File: config.mk
export PLATFORM = sky130hd
export DESIGN_NAME = smf_track_to_wire_parser_unit
export DESIGN_NICKNAME = d
export VERILOG_FILES = /design/src/rtl/smfp_pkg.sv /design/src/rtl/smf_track_to_wire_parser_unit.sv /design/src/rtl/smfp_parse.sv
export SDC_FILE = /design/constraint.sdc
export NUM_CORES = 1
export LEC_CHECK = 0
export BUFFER_PORTS_ARGS = -buffer_cell sky130_fd_sc_hd__buf_2
export CAP_MARGIN = 15
export CORE_ASPECT_RATIO = 0.8
export CORE_UTILIZATION = 50
export DETAILED_ROUTE_END_ITERATION = 6
export GPL_ROUTABILITY_DRIVEN = 0
export PLACE_DENSITY = 0.67
export SYNTH_ARGS = -nofsm -noshare
export SYNTH_HDL_FRONTEND = slang
export SYNTH_HIERARCHICAL = 1
export SYNTH_SLANG_ARGS = --single-unit
export TNS_END_PERCENT = 50
File: constraint.sdc
create_clock -name clk -period 17.03 [get_ports clk]
set_input_delay 2.5545 -clock clk [delete_from_list [all_inputs] [get_ports clk]]
set_output_delay 2.5545 -clock clk [all_outputs]
set_load 0.01 [all_outputs]
File: src/rtl/smfp_pkg.sv
package smfp_pkg;

  localparam int DataW  = 8;
  localparam int TickW  = 40;
  localparam int QtyW   = 28;
  localparam int TempoW = 24;

  // result queue between parser and output port
  localparam int ResDepth = 4;
  localparam int ResPtrW  = 2;
  localparam int ResCntW  = 3;

  // stream packing of one result on tdata
  localparam int OutDataW = 80;

  localparam logic [TickW-1:0] TICK_MAX = {TickW{1'b1}};

  // status and meta codes
  localparam logic [7:0] ST_DATA_MAX = 8'h7F;
  localparam logic [7:0] ST_FIRST    = 8'h80;
  localparam logic [7:0] ST_SYSEX    = 8'hF0;
  localparam logic [7:0] ST_ESCAPE   = 8'hF7;
  localparam logic [7:0] ST_REALTIME = 8'hF8;
  localparam logic [7:0] ST_META     = 8'hFF;
  localparam logic [7:0] META_TEMPO  = 8'h51;
  localparam logic [7:0] ST_SONG_POS = 8'hF2;
  localparam logic [7:0] ST_MTC_QF   = 8'hF1;
  localparam logic [7:0] ST_SONG_SEL = 8'hF3;
  localparam logic [2:0] VLQ_MAX_BYTES = 3'd4;
  localparam logic [QtyW-1:0] TEMPO_META_LEN = 28'd3;

  typedef enum logic [1:0] {
    KIND_WIRE  = 2'd0,
    KIND_TEMPO = 2'd1,
    KIND_ERR   = 2'd2
  } kind_t;

  typedef struct packed {
    kind_t              kind;
    logic [DataW-1:0]   wire_byte;
    logic [TickW-1:0]   event_tick;
    logic [TempoW-1:0]  tempo_value;
    logic               message_end;
    logic               last_result;
  } res_t;

  // up to two results per request, second only when first is present
  typedef struct packed {
    logic v0;
    logic v1;
    res_t r0;
    res_t r1;
  } parse_out_t;

  // total message length including status, 1 to 3
  function automatic logic [1:0] msg_len(input logic [7:0] s);
    logic [1:0] n;
    n = 2'd1;
    if (s < ST_SYSEX) begin
      if (s >= 8'hC0 && s < 8'hE0) n = 2'd2;
      else n = 2'd3;
    end else if (s == ST_MTC_QF || s == ST_SONG_SEL) begin
      n = 2'd2;
    end else if (s == ST_SONG_POS) begin
      n = 2'd3;
    end
    return n;
  endfunction

endpackage

File: src/rtl/smf_track_to_wire_parser_unit.sv
// path: a request reaches the input register on acceptance, is parsed and queued when
// the 4-entry result queue has room for two results, and its results then drive out_tvalid
// throughput: one byte per cycle while the result queue has room for two results; a
// running-status byte makes two results, both leaving via the single result port
// reset: rst_n synchronous active low clears parse state, tick, running status,
// error flag, input register and result queue
module smf_track_to_wire_parser_unit
  import smfp_pkg::*;
(
  input  logic                clk,
  input  logic                rst_n,
  input  logic                in_tvalid,
  output logic                in_tready,
  input  logic [7:0]          in_tdata,   // [7:0] data_byte
  input  logic                in_tuser,   // [0] first_of_track
  input  logic                in_tlast,   // last_of_track
  output logic                out_tvalid,
  input  logic                out_tready,
  output logic [OutDataW-1:0] out_tdata,  // [7:0] wire_byte, [47:8] event_tick,
                                          // [71:48] tempo_value, [72] last_result
  output logic [1:0]          out_tuser,  // [1:0] kind
  output logic                out_tlast   // message_end
);

  logic               in_vld_r;
  logic [DataW-1:0]   in_data_r;
  logic               in_first_r, in_last_r;
  logic               fire, pop;
  parse_out_t         pres;

  res_t               q_r [ResDepth];
  logic [ResPtrW-1:0] wr_r, rd_r, wr1;
  logic [ResCntW-1:0] cnt_r, cnt_nxt, push_n;
  res_t               head;

  // parse when the queue has room for two results
  assign fire      = in_vld_r && (cnt_r <= ResCntW'(ResDepth - 2));
  assign in_tready = !in_vld_r || fire;

  // input register
  always_ff @(posedge clk) begin
    if (!rst_n) begin
      in_vld_r <= 1'b0;
    end else if (in_tready) begin
      in_vld_r <= in_tvalid;
    end
  end

  always_ff @(posedge clk) begin
    if (in_tvalid && in_tready) begin
      in_data_r  <= in_tdata;
      in_first_r <= in_tuser;
      in_last_r  <= in_tlast;
    end
  end

  smfp_parse u_parse (
    .clk            (clk),
    .rst_n          (rst_n),
    .fire           (fire),
    .data_byte      (in_data_r),
    .first_of_track (in_first_r),
    .last_of_track  (in_last_r),
    .res            (pres)
  );

  // result queue
  assign pop    = out_tvalid && out_tready;
  assign wr1    = wr_r + ResPtrW'(1);
  assign push_n = fire ? (ResCntW'(pres.v0) + ResCntW'(pres.v1)) : '0;
  assign cnt_nxt = cnt_r + push_n - ResCntW'(pop);

  always_ff @(posedge clk) begin
    if (!rst_n) begin
      wr_r  <= '0;
      rd_r  <= '0;
      cnt_r <= '0;
    end else begin
      wr_r  <= wr_r + push_n[ResPtrW-1:0];
      rd_r  <= rd_r + ResPtrW'(pop);
      cnt_r <= cnt_nxt;
    end
  end

  always_ff @(posedge clk) begin
    if (fire && pres.v0) q_r[wr_r] <= pres.r0;
    if (fire && pres.v1) q_r[wr1]  <= pres.r1;
  end

  // output packing
  assign head       = q_r[rd_r];
  assign out_tvalid = (cnt_r != '0);
  assign out_tdata  = {7'b0, head.last_result, head.tempo_value, head.event_tick,
                       head.wire_byte};
  assign out_tuser  = head.kind;
  assign out_tlast  = head.message_end;

`ifndef ASSERT_OFF
  a_queue_bound: assert property (@(posedge clk) disable iff (!rst_n)
    cnt_r <= ResCntW'(ResDepth))
    else $error("result queue overflow");

  a_push_shows: assert property (@(posedge clk) disable iff (!rst_n)
    fire && pres.v0 |=> out_tvalid)
    else $error("queued result not presented");

  a_accept_held: assert property (@(posedge clk) disable iff (!rst_n)
    in_tvalid && in_tready |=> in_vld_r)
    else $error("accepted request lost");
`endif

endmodule

File: src/rtl/smfp_parse.sv
module smfp_parse
  import smfp_pkg::*;
(
  input  logic             clk,
  input  logic             rst_n,
  input  logic             fire,
  input  logic [DataW-1:0] data_byte,
  input  logic             first_of_track,
  input  logic             last_of_track,
  output parse_out_t       res
);

  typedef enum logic [8:0] {
    PH_DELTA      = 9'b000000001,
    PH_STATUS     = 9'b000000010,
    PH_META_TYPE  = 9'b000000100,
    PH_META_LEN   = 9'b000001000,
    PH_META_BODY  = 9'b000010000,
    PH_SYSEX_LEN  = 9'b000100000,
    PH_SYSEX_BODY = 9'b001000000,
    PH_DATA       = 9'b010000000,
    PH_DONE       = 9'b100000000
  } phase_t;

  phase_t             phase_r, phase_nxt, phase_e;
  logic [TickW-1:0]   tick_r, tick_nxt, tick_e;
  logic [QtyW-1:0]    qacc_r, qacc_nxt, qacc_e;
  logic [2:0]         qcnt_r, qcnt_nxt, qcnt_e;
  logic [7:0]         rs_r, rs_nxt, rs_e;
  logic [7:0]         cur_r, cur_nxt, cur_e;
  logic [QtyW-1:0]    rem_r, rem_nxt, rem_e;
  logic [7:0]         meta_r, meta_nxt, meta_e;
  logic [TempoW-1:0]  tempo_r, tempo_nxt, tempo_e;
  logic               err_r, err_nxt, err_e;

  logic [QtyW-1:0]    q_base, q_acc, rem_dec;
  logic [2:0]         q_cnt1, q_cnt_upd;
  logic               q_done, q_bad, bad, tempo_hit;
  logic [TickW:0]     tick_sum;
  logic [1:0]         n_len;
  parse_out_t         o;

  function automatic res_t mk_res(input kind_t k, input logic [7:0] wb,
                                  input logic [TempoW-1:0] tv, input logic me);
    res_t r;
    r = '0;
    r.kind        = k;
    r.wire_byte   = wb;
    r.tempo_value = tv;
    r.message_end = me;
    return r;
  endfunction

  // a new track starts from the reset state
  always_comb begin
    phase_e = first_of_track ? PH_DELTA : phase_r;
    tick_e  = first_of_track ? '0 : tick_r;
    qacc_e  = first_of_track ? '0 : qacc_r;
    qcnt_e  = first_of_track ? '0 : qcnt_r;
    rs_e    = first_of_track ? '0 : rs_r;
    cur_e   = first_of_track ? '0 : cur_r;
    rem_e   = first_of_track ? '0 : rem_r;
    meta_e  = first_of_track ? '0 : meta_r;
    tempo_e = first_of_track ? '0 : tempo_r;
    err_e   = first_of_track ? 1'b0 : err_r;
  end

  // variable-length quantity step and tick accumulation
  always_comb begin
    q_base    = (qcnt_e == 3'd0) ? '0 : qacc_e;
    q_acc     = {q_base[QtyW-8:0], data_byte[6:0]};
    q_cnt1    = qcnt_e + 3'd1;
    q_done    = !data_byte[7];
    q_bad     = data_byte[7] && (q_cnt1 >= VLQ_MAX_BYTES);
    q_cnt_upd = (q_done || q_bad) ? 3'd0 : q_cnt1;
    tick_sum  = {1'b0, tick_e} + {{(TickW+1-QtyW){1'b0}}, q_acc};
    rem_dec   = rem_e - {{(QtyW-1){1'b0}}, 1'b1};
    tempo_hit = (meta_e == META_TEMPO) && (qacc_e == TEMPO_META_LEN);
  end

  // parse one byte
  always_comb begin
    phase_nxt = phase_e;
    tick_nxt  = tick_e;
    qacc_nxt  = qacc_e;
    qcnt_nxt  = qcnt_e;
    rs_nxt    = rs_e;
    cur_nxt   = cur_e;
    rem_nxt   = rem_e;
    meta_nxt  = meta_e;
    tempo_nxt = tempo_e;
    err_nxt   = err_e;
    bad       = 1'b0;
    n_len     = 2'd1;
    o         = '0;

    if (!err_e && phase_e != PH_DONE) begin
      case (phase_e)
        PH_DELTA: begin
          qacc_nxt = q_acc;
          qcnt_nxt = q_cnt_upd;
          if (q_bad) begin
            bad = 1'b1;
          end else if (q_done) begin
            tick_nxt  = tick_sum[TickW] ? TICK_MAX : tick_sum[TickW-1:0];
            phase_nxt = PH_STATUS;
          end
        end
        PH_STATUS: begin
          if (data_byte <= ST_DATA_MAX) begin
            // running status: resend the status byte first
            if (rs_e == 8'h00) begin
              bad = 1'b1;
            end else begin
              cur_nxt = rs_e;
              n_len   = msg_len(rs_e);
              o.v0    = 1'b1;
              o.r0    = mk_res(KIND_WIRE, rs_e, '0, 1'b0);
              o.v1    = 1'b1;
              o.r1    = mk_res(KIND_WIRE, data_byte, '0, n_len <= 2'd2);
              if (n_len <= 2'd2) begin
                phase_nxt = PH_DELTA;
              end else begin
                rem_nxt   = QtyW'(n_len - 2'd2);
                phase_nxt = PH_DATA;
              end
            end
          end else begin
            if (data_byte < ST_SYSEX) rs_nxt = data_byte;
            else if (data_byte < ST_REALTIME) rs_nxt = 8'h00;
            cur_nxt = data_byte;
            n_len   = msg_len(data_byte);
            if (data_byte == ST_META) begin
              phase_nxt = PH_META_TYPE;
            end else if (data_byte == ST_SYSEX || data_byte == ST_ESCAPE) begin
              phase_nxt = PH_SYSEX_LEN;
            end else begin
              o.v0 = 1'b1;
              o.r0 = mk_res(KIND_WIRE, data_byte, '0, n_len == 2'd1);
              if (n_len == 2'd1) begin
                phase_nxt = PH_DELTA;
              end else begin
                rem_nxt   = QtyW'(n_len - 2'd1);
                phase_nxt = PH_DATA;
              end
            end
          end
        end
        PH_DATA, PH_SYSEX_BODY: begin
          rem_nxt = rem_dec;
          o.v0    = 1'b1;
          o.r0    = mk_res(KIND_WIRE, data_byte, '0, rem_dec == '0);
          if (rem_dec == '0) phase_nxt = PH_DELTA;
        end
        PH_META_TYPE: begin
          meta_nxt  = data_byte;
          phase_nxt = PH_META_LEN;
        end
        PH_META_LEN: begin
          qacc_nxt = q_acc;
          qcnt_nxt = q_cnt_upd;
          if (q_bad) begin
            bad = 1'b1;
          end else if (q_done) begin
            rem_nxt   = q_acc;
            tempo_nxt = '0;
            phase_nxt = (q_acc == '0) ? PH_DELTA : PH_META_BODY;
          end
        end
        PH_META_BODY: begin
          if (tempo_hit) tempo_nxt = {tempo_e[TempoW-9:0], data_byte};
          rem_nxt = rem_dec;
          if (rem_dec == '0) begin
            if (tempo_hit) begin
              o.v0 = 1'b1;
              o.r0 = mk_res(KIND_TEMPO, 8'h00, {tempo_e[TempoW-9:0], data_byte}, 1'b0);
            end
            phase_nxt = PH_DELTA;
          end
        end
        PH_SYSEX_LEN: begin
          qacc_nxt = q_acc;
          qcnt_nxt = q_cnt_upd;
          if (q_bad) begin
            bad = 1'b1;
          end else if (q_done) begin
            rem_nxt = q_acc;
            if (cur_e == ST_SYSEX) begin
              o.v0 = 1'b1;
              o.r0 = mk_res(KIND_WIRE, ST_SYSEX, '0, q_acc == '0);
            end
            phase_nxt = (q_acc == '0) ? PH_DELTA : PH_SYSEX_BODY;
          end
        end
        default: begin
          phase_nxt = phase_e;
        end
      endcase

      // track end inside an event is malformed too
      if (!bad && last_of_track && !(phase_nxt == PH_DELTA && qcnt_nxt == 3'd0))
        bad = 1'b1;

      if (bad) begin
        o      = '0;
        o.v0   = 1'b1;
        o.r0   = mk_res(KIND_ERR, 8'h00, '0, 1'b0);
        err_nxt = 1'b1;
      end else if (last_of_track) begin
        phase_nxt = PH_DONE;
      end
    end

    // stamp tick and mark final result
    o.r0.event_tick = tick_nxt;
    o.r1.event_tick = tick_nxt;
    if (o.v1) o.r1.last_result = 1'b1;
    else if (o.v0) o.r0.last_result = 1'b1;
  end

  assign res = o;

  // parser state
  always_ff @(posedge clk) begin
    if (!rst_n) begin
      phase_r <= PH_DELTA;
      tick_r  <= '0;
      qacc_r  <= '0;
      qcnt_r  <= '0;
      rs_r    <= '0;
      cur_r   <= '0;
      rem_r   <= '0;
      meta_r  <= '0;
      tempo_r <= '0;
      err_r   <= 1'b0;
    end else if (fire) begin
      phase_r <= phase_nxt;
      tick_r  <= tick_nxt;
      qacc_r  <= qacc_nxt;
      qcnt_r  <= qcnt_nxt;
      rs_r    <= rs_nxt;
      cur_r   <= cur_nxt;
      rem_r   <= rem_nxt;
      meta_r  <= meta_nxt;
      tempo_r <= tempo_nxt;
      err_r   <= err_nxt;
    end
  end

`ifndef ASSERT_OFF
  a_second_needs_first: assert property (@(posedge clk) disable iff (!rst_n)
    fire && res.v1 |-> res.v0 && res.r0.kind == KIND_WIRE && res.r1.kind == KIND_WIRE)
    else $error("second result without a wire-byte first result");

  a_error_alone: assert property (@(posedge clk) disable iff (!rst_n)
    fire && res.v0 && res.r0.kind == KIND_ERR |-> !res.v1 && res.r0.last_result)
    else $error("error result not alone");

  a_error_silences: assert property (@(posedge clk) disable iff (!rst_n)
    fire && err_r && !first_of_track |-> !res.v0)
    else $error("result after malformed track");
`endif

endmodule
**After elaboration in Yosys (flattened, before gate mapping)**

Memory sizes are Yosys's and may differ from the RTL's. A register that Yosys moved wholly into a read port is not among the register bits.
Index checks and enable logic that the tools add are counted.
W data, S select, Z words.

- Add/subtract/negate cells: 11
- $lt $le $gt $ge: 11
- Equality and inequality tests: 23
- Mux-type cells: 126
- Reduce and logical (&&, ||, !) cells: 33

Operators by type and width:

| operator | count |
|---|---|
| $mux W76 | 7 |
| $mux W154 | 3 |
| $mux W28 | 13 |
| $pmux W76 S4 | 1 |
| $mux W40 | 6 |
| $mux W74 | 2 |
| $mux W9 | 16 |
| $mux W8 | 16 |
| $mux W24 | 5 |
| $pmux W28 S3 | 1 |
| $eq A8 B8 Y1 const B | 10 |
| $mux W75 | 1 |
| $logic_not A28 Y1 | 2 |
| $pmux W9 S6 | 1 |
| $pmux W24 S2 | 1 |
| $add A40 B28 Y41 | 1 |
| $lt A8 B8 Y1 const B | 5 |
| $mux W2 | 15 |
| $eq A28 B2 Y1 const B | 1 |
| $mux W1 | 28 |
| $sub A28 B1 Y28 const B | 1 |
| $mux W21 | 1 |
| $eq A9 B1 Y1 const B | 2 |
| $ge A8 B8 Y1 const B | 2 |
| 36 further kinds | 63 |

- Register bits: 175
- RAM bits: 304
- Input port bits: 14
- Output and inout bits: 85
- Word-level logic and storage cells: 222
- Memories kept: 1

Memories:

| memory | depth | bits a word | read ports | clocked after memory_dff | write ports | line | RTL |
|---|---|---|---|---|---|---|---|
| q_r | 4 | 76 | 1 | 1 | 2 | smf_track_to_wire_parser_unit.sv:31 | `res_t q_r [ResDepth];` |

**Longest topological paths before layout**

- Depth in word-level cells: 27
- Gate-level depth with buffers: 31
- Depth with buffers taken out: 24

**By module**

Netlist, hierarchy kept.

By module, submodules not included:

| module | instances | cells an instance | area each (um^2) | sequential area each (um^2) |
|---|---|---|---|---|
| smf_track_to_wire_parser_unit | 1 | 812 | 15452.3 | 9589.2 |
| smfp_parse | 1 | 1709 | 11995.3 | 2982.9 |

**Worst setup path before layout**

OpenSTA, ideal clock, no wires.

- Path kind: register to register
- Start point: register in_first_r
- End point: memory q_r[1][0] (netlist name) (enable)
- Library setup time: 619 ps
- Arrival time: 10691 ps
- Required time: 16411 ps
- Path slack: 5720 ps
- Cell stages (with the launch flop): 23
- Path buffers: 8
- Clock period less this slack: 11310 ps
- Cell sequence: edfxtp_1 > clkbuf_1 > buf_1 > buf_1 > clkbuf_1 > buf_2 > clkbuf_1 > nor2b_1 > inv_1 > ha_1 > clkbuf_1 > or4b_2 > o221a_2 > nor3_1 > nand4_1 > nor4_1 > nand4_1 > o21ai_2 > a31oi_2 > nor3_2 > buf_4 > mux2_2 > nor3b_1

RTL lines:

| item | line | RTL |
|---|---|---|
| start: declaration | smf_track_to_wire_parser_unit.sv:27 | `logic in_first_r, in_last_r;` |
| start signal: assignment | smf_track_to_wire_parser_unit.sv:52 | `in_first_r <= in_tuser;` |
| end: declaration | smf_track_to_wire_parser_unit.sv:31 |  |

==> reports/metrics.yaml <==
sta:
  fin_tns_setup_ps: 0
  drv_slew: 0
  period_minus_slack_ps: 7260
  fin_crit_sh_pct: 42.6
  max_freq_mhz: 138
  rsz0062_at_grt: "no"
  worst_pin_slew_ps: 1300
  setup_viol: 0
  relSlewSlack_pct: 13.2
  fin_skew_ps: 43.5
  hold_viol_final: 0
min_path:
  worstHoldPathType: "register to register"
clocking:
  ctsRootBufferMaster: "clkbuf_16"
  clock_sinks: 471
  cts_buffers: 50
  clk_path_buf_depth: 3
  cts_tree: "yes"
  cts-resized-gates: 0
  clkTransAtPathRegs_ps: 60
  cts_setup_buffers: 0
  holdBufCountCts: 0
  clock_latency_ps: 630
  cts-htree-levels: 2
setup_path:
  cp_max_fo: 65
  worst_setup_path_end_kind: "register"
  startpoint_type: "register"
  crit_arrival_ps: 7490
  r2r_slack_ps: 9770
  required_ps: 17260
  crit_type: "register to register"
floorplan:
  initial_core_util_pct: 50.8
  io_pins: 99
  rows: 76
  coreArea_mm2: 0.0540
  dieWidth_um: 264
  dieArea_mm2: 0.0558
  chipHeight_um: 212
global_route:
  antenna_found_initial: 2
  grt_pass1_wl_um: 112000
  grt_usage_pct: 25.6
  grt_max_degree: 91
  grt_overflow_total: 0
  grt_pass1_vias: 19228
routing:
  ant_nets: 0
  num_vias: 20270
  drt_first_pass_iters: 6
  wirelength_um: 72600
  wl_met3_um: 5970
  wl_per_cell_um: 22.5
  dr.max_layer_used: "met4"
  route.met2.wl_um: 31700
  drc_errors: 0
  drt-met1-wl_um: 32800
  via_per_inst: 6.27
  drt_iter0_drc: 2417
flow_run:
  maxCapViolCount: 0
synth:
  ys_warn_count: 6
  synth_cell_types: 86
  yosysTopAreaCellShare_pct: 34.4
  synthArstFlopShare_pct: 0
  synthFlopType: "edfxtp_1"
  synth_area_per_cell_um2: 10.9
  synth_seq_area_share_pct: 45.8
  ys_ff_latch: 471
  synth_top_cell_by_area: "edfxtp_1"
  synth-edff-count: 314
  synth_area_mm2: 0.0274
  ys_top_cells_by_area: "edfxtp_1 34%, dfxtp_1 11%, mux2_2 11%"
  postSynthCellCount: 2521
placement:
  dpl_cell_area_mm2: 0.0279
  place_hpwl_um: 46600
  portBuffers: 91
final_layout:
  regArea_mm2: 0.0126
  finalCoreUtilization_pct: 54.7
  final_common_cell: "edfxtp_1"
  multi_input_area_mm2: 0.0135
  area_growth_pct: 7.61
  final_cell_area_mm2: 0.0295
  layout.nets: 2544
  nFillCells: 4592
  n_antenna_cell: 0
  final_cell_mix: "314 x edfxtp_1, 279 x mux2_2, 221 x nand2_1"
  layout-drive-gt1-share_pct: 23.8
power:
  power_w: 0.00301
  p_per_area_mw_per_mm2: 102
  power_leakage_nw: 11.0
  vdd_drop_max_mv: 0.0743
status:
  status: "finished, final reports clean"
## cells in the mapped netlist, types with 9 or more instances
| cell | instances |
|---|---|
| edfxtp_1 | 314 |
| mux2_2 | 279 |
| nand2_1 | 221 |
| nor2_1 | 188 |
| a21oi_1 | 163 |
| dfxtp_1 | 157 |
| clkbuf_1 | 112 |
| o21ai_0 | 104 |
| buf_4 | 76 |
| mux4_2 | 76 |
| and2_1 | 58 |
| nor2b_1 | 57 |
| a22oi_1 | 43 |
| inv_1 | 43 |
| nand3_1 | 42 |
| mux2_1 | 40 |
| ha_1 | 39 |
| nor3_1 | 37 |
| buf_2 | 36 |
| xnor2_1 | 31 |
| a31oi_1 | 26 |
| a21o_1 | 25 |
| nor4_1 | 22 |
| mux2i_1 | 20 |
| xor2_1 | 20 |
| nand4_1 | 18 |
| o21a_1 | 15 |
| a211oi_1 | 14 |
| or3_1 | 14 |
| and3_1 | 13 |
| buf_6 | 13 |
| nand2b_1 | 13 |
| o211ai_1 | 13 |
| or4_1 | 13 |
| buf_1 | 11 |
| o31ai_1 | 10 |
| or2_2 | 10 |
| a311oi_1 | 9 |
## routing by layer
metal  vias to the layer above  track usage [%]
met5                         -                0
met4                         0             8.26
met3                       132             4.11
met2                       909             38.4
met1                      9955             37.8
li1                       9274                -
## final cells by class
type	instances	area share (%)
multi-input cells	1788	45.8
flip-flops and latches	471	42.6
clock buffers	67	4.59
well taps	702	2.97
repair buffers	132	2.58
clock inverters	27	0.881
inverters	46	0.589
## critical path, cell delays in order (launching register included)
cell	delay (ps)
edfxtp_1	340
buf_4	590
nor2b_1	220
inv_1	110
ha_1	140
buf_4	270
or4b_2	630
o221a_2	290
nor3_1	190
nand4_1	110
nor4_1	210
nand4_1	350
o21ai_2	280
a31oi_2	200
nor3_2	780
nor2b_1	380
nand2_1	140
a21oi_4	670
buf_4	830
## stage by stage
stage               cells  setup WS (ps)  hold slack, ps
finish               3233           9770             460
global route         3233           9380             475
CTS                  3232           9900             459
detailed placement   3138           9890             448
global placement     3138          10020             441
floorplan            2553           5720             436
## worst paths after layout
kind,from,endpoint,cells past startpoint
worst max register to register,in_first_r,q_r[2][37],18
worst min-delay path,u_parse/qacc_r[24],u_parse/qacc_r[24],2
worst max-delay path,in_first_r,q_r[2][37],18
worst min register to register,u_parse/qacc_r[24],u_parse/qacc_r[24],2
## flip-flops by register name, indices dropped and copies added, names as in the netlist
| name | cells |
|---|---|
| q_r | 304 |
| u_parse/meta_r | 8 |
| in_vld_r | 1 |
| u_parse/qacc_r | 28 |
| wr_r | 2 |
| u_parse/tempo_r | 16 |
| u_parse/phase_r | 9 |
| in_data_r | 8 |
| in_last_r | 1 |
| cnt_r | 3 |
| u_parse/rem_r | 28 |
| u_parse/tick_r | 40 |
| rd_r | 2 |
| in_first_r | 1 |
| u_parse/rs_r | 8 |
| u_parse/cur_r | 8 |
| u_parse/err_r | 1 |
| u_parse/qcnt_r | 3 |
## kinds of logic after synthesis
group	Yosys count	synth area share, %
mux	415	20.1
xor+xnor	51	1.63
buf+inv	294	5.58
other cells	2	0.0274
fa+ha+maj	41	1.92
compound gates	508	11.8
flops	471	45.8
simple gates	739	13.2
## where the power goes
part / leakage [nW] / total, W / switching, W / internal [W]
clock network: 0.773 / 0.00107 / 0.000476 / 0.000597
registers: 4.14 / 0.00132 / 0.0000528 / 0.00127
logic: 6.12 / 0.000622 / 0.000352 / 0.000270
total: 11.0 / 0.00301 / 0.000881 / 0.00213
Note: power is estimated with default switching activity, not from simulation.
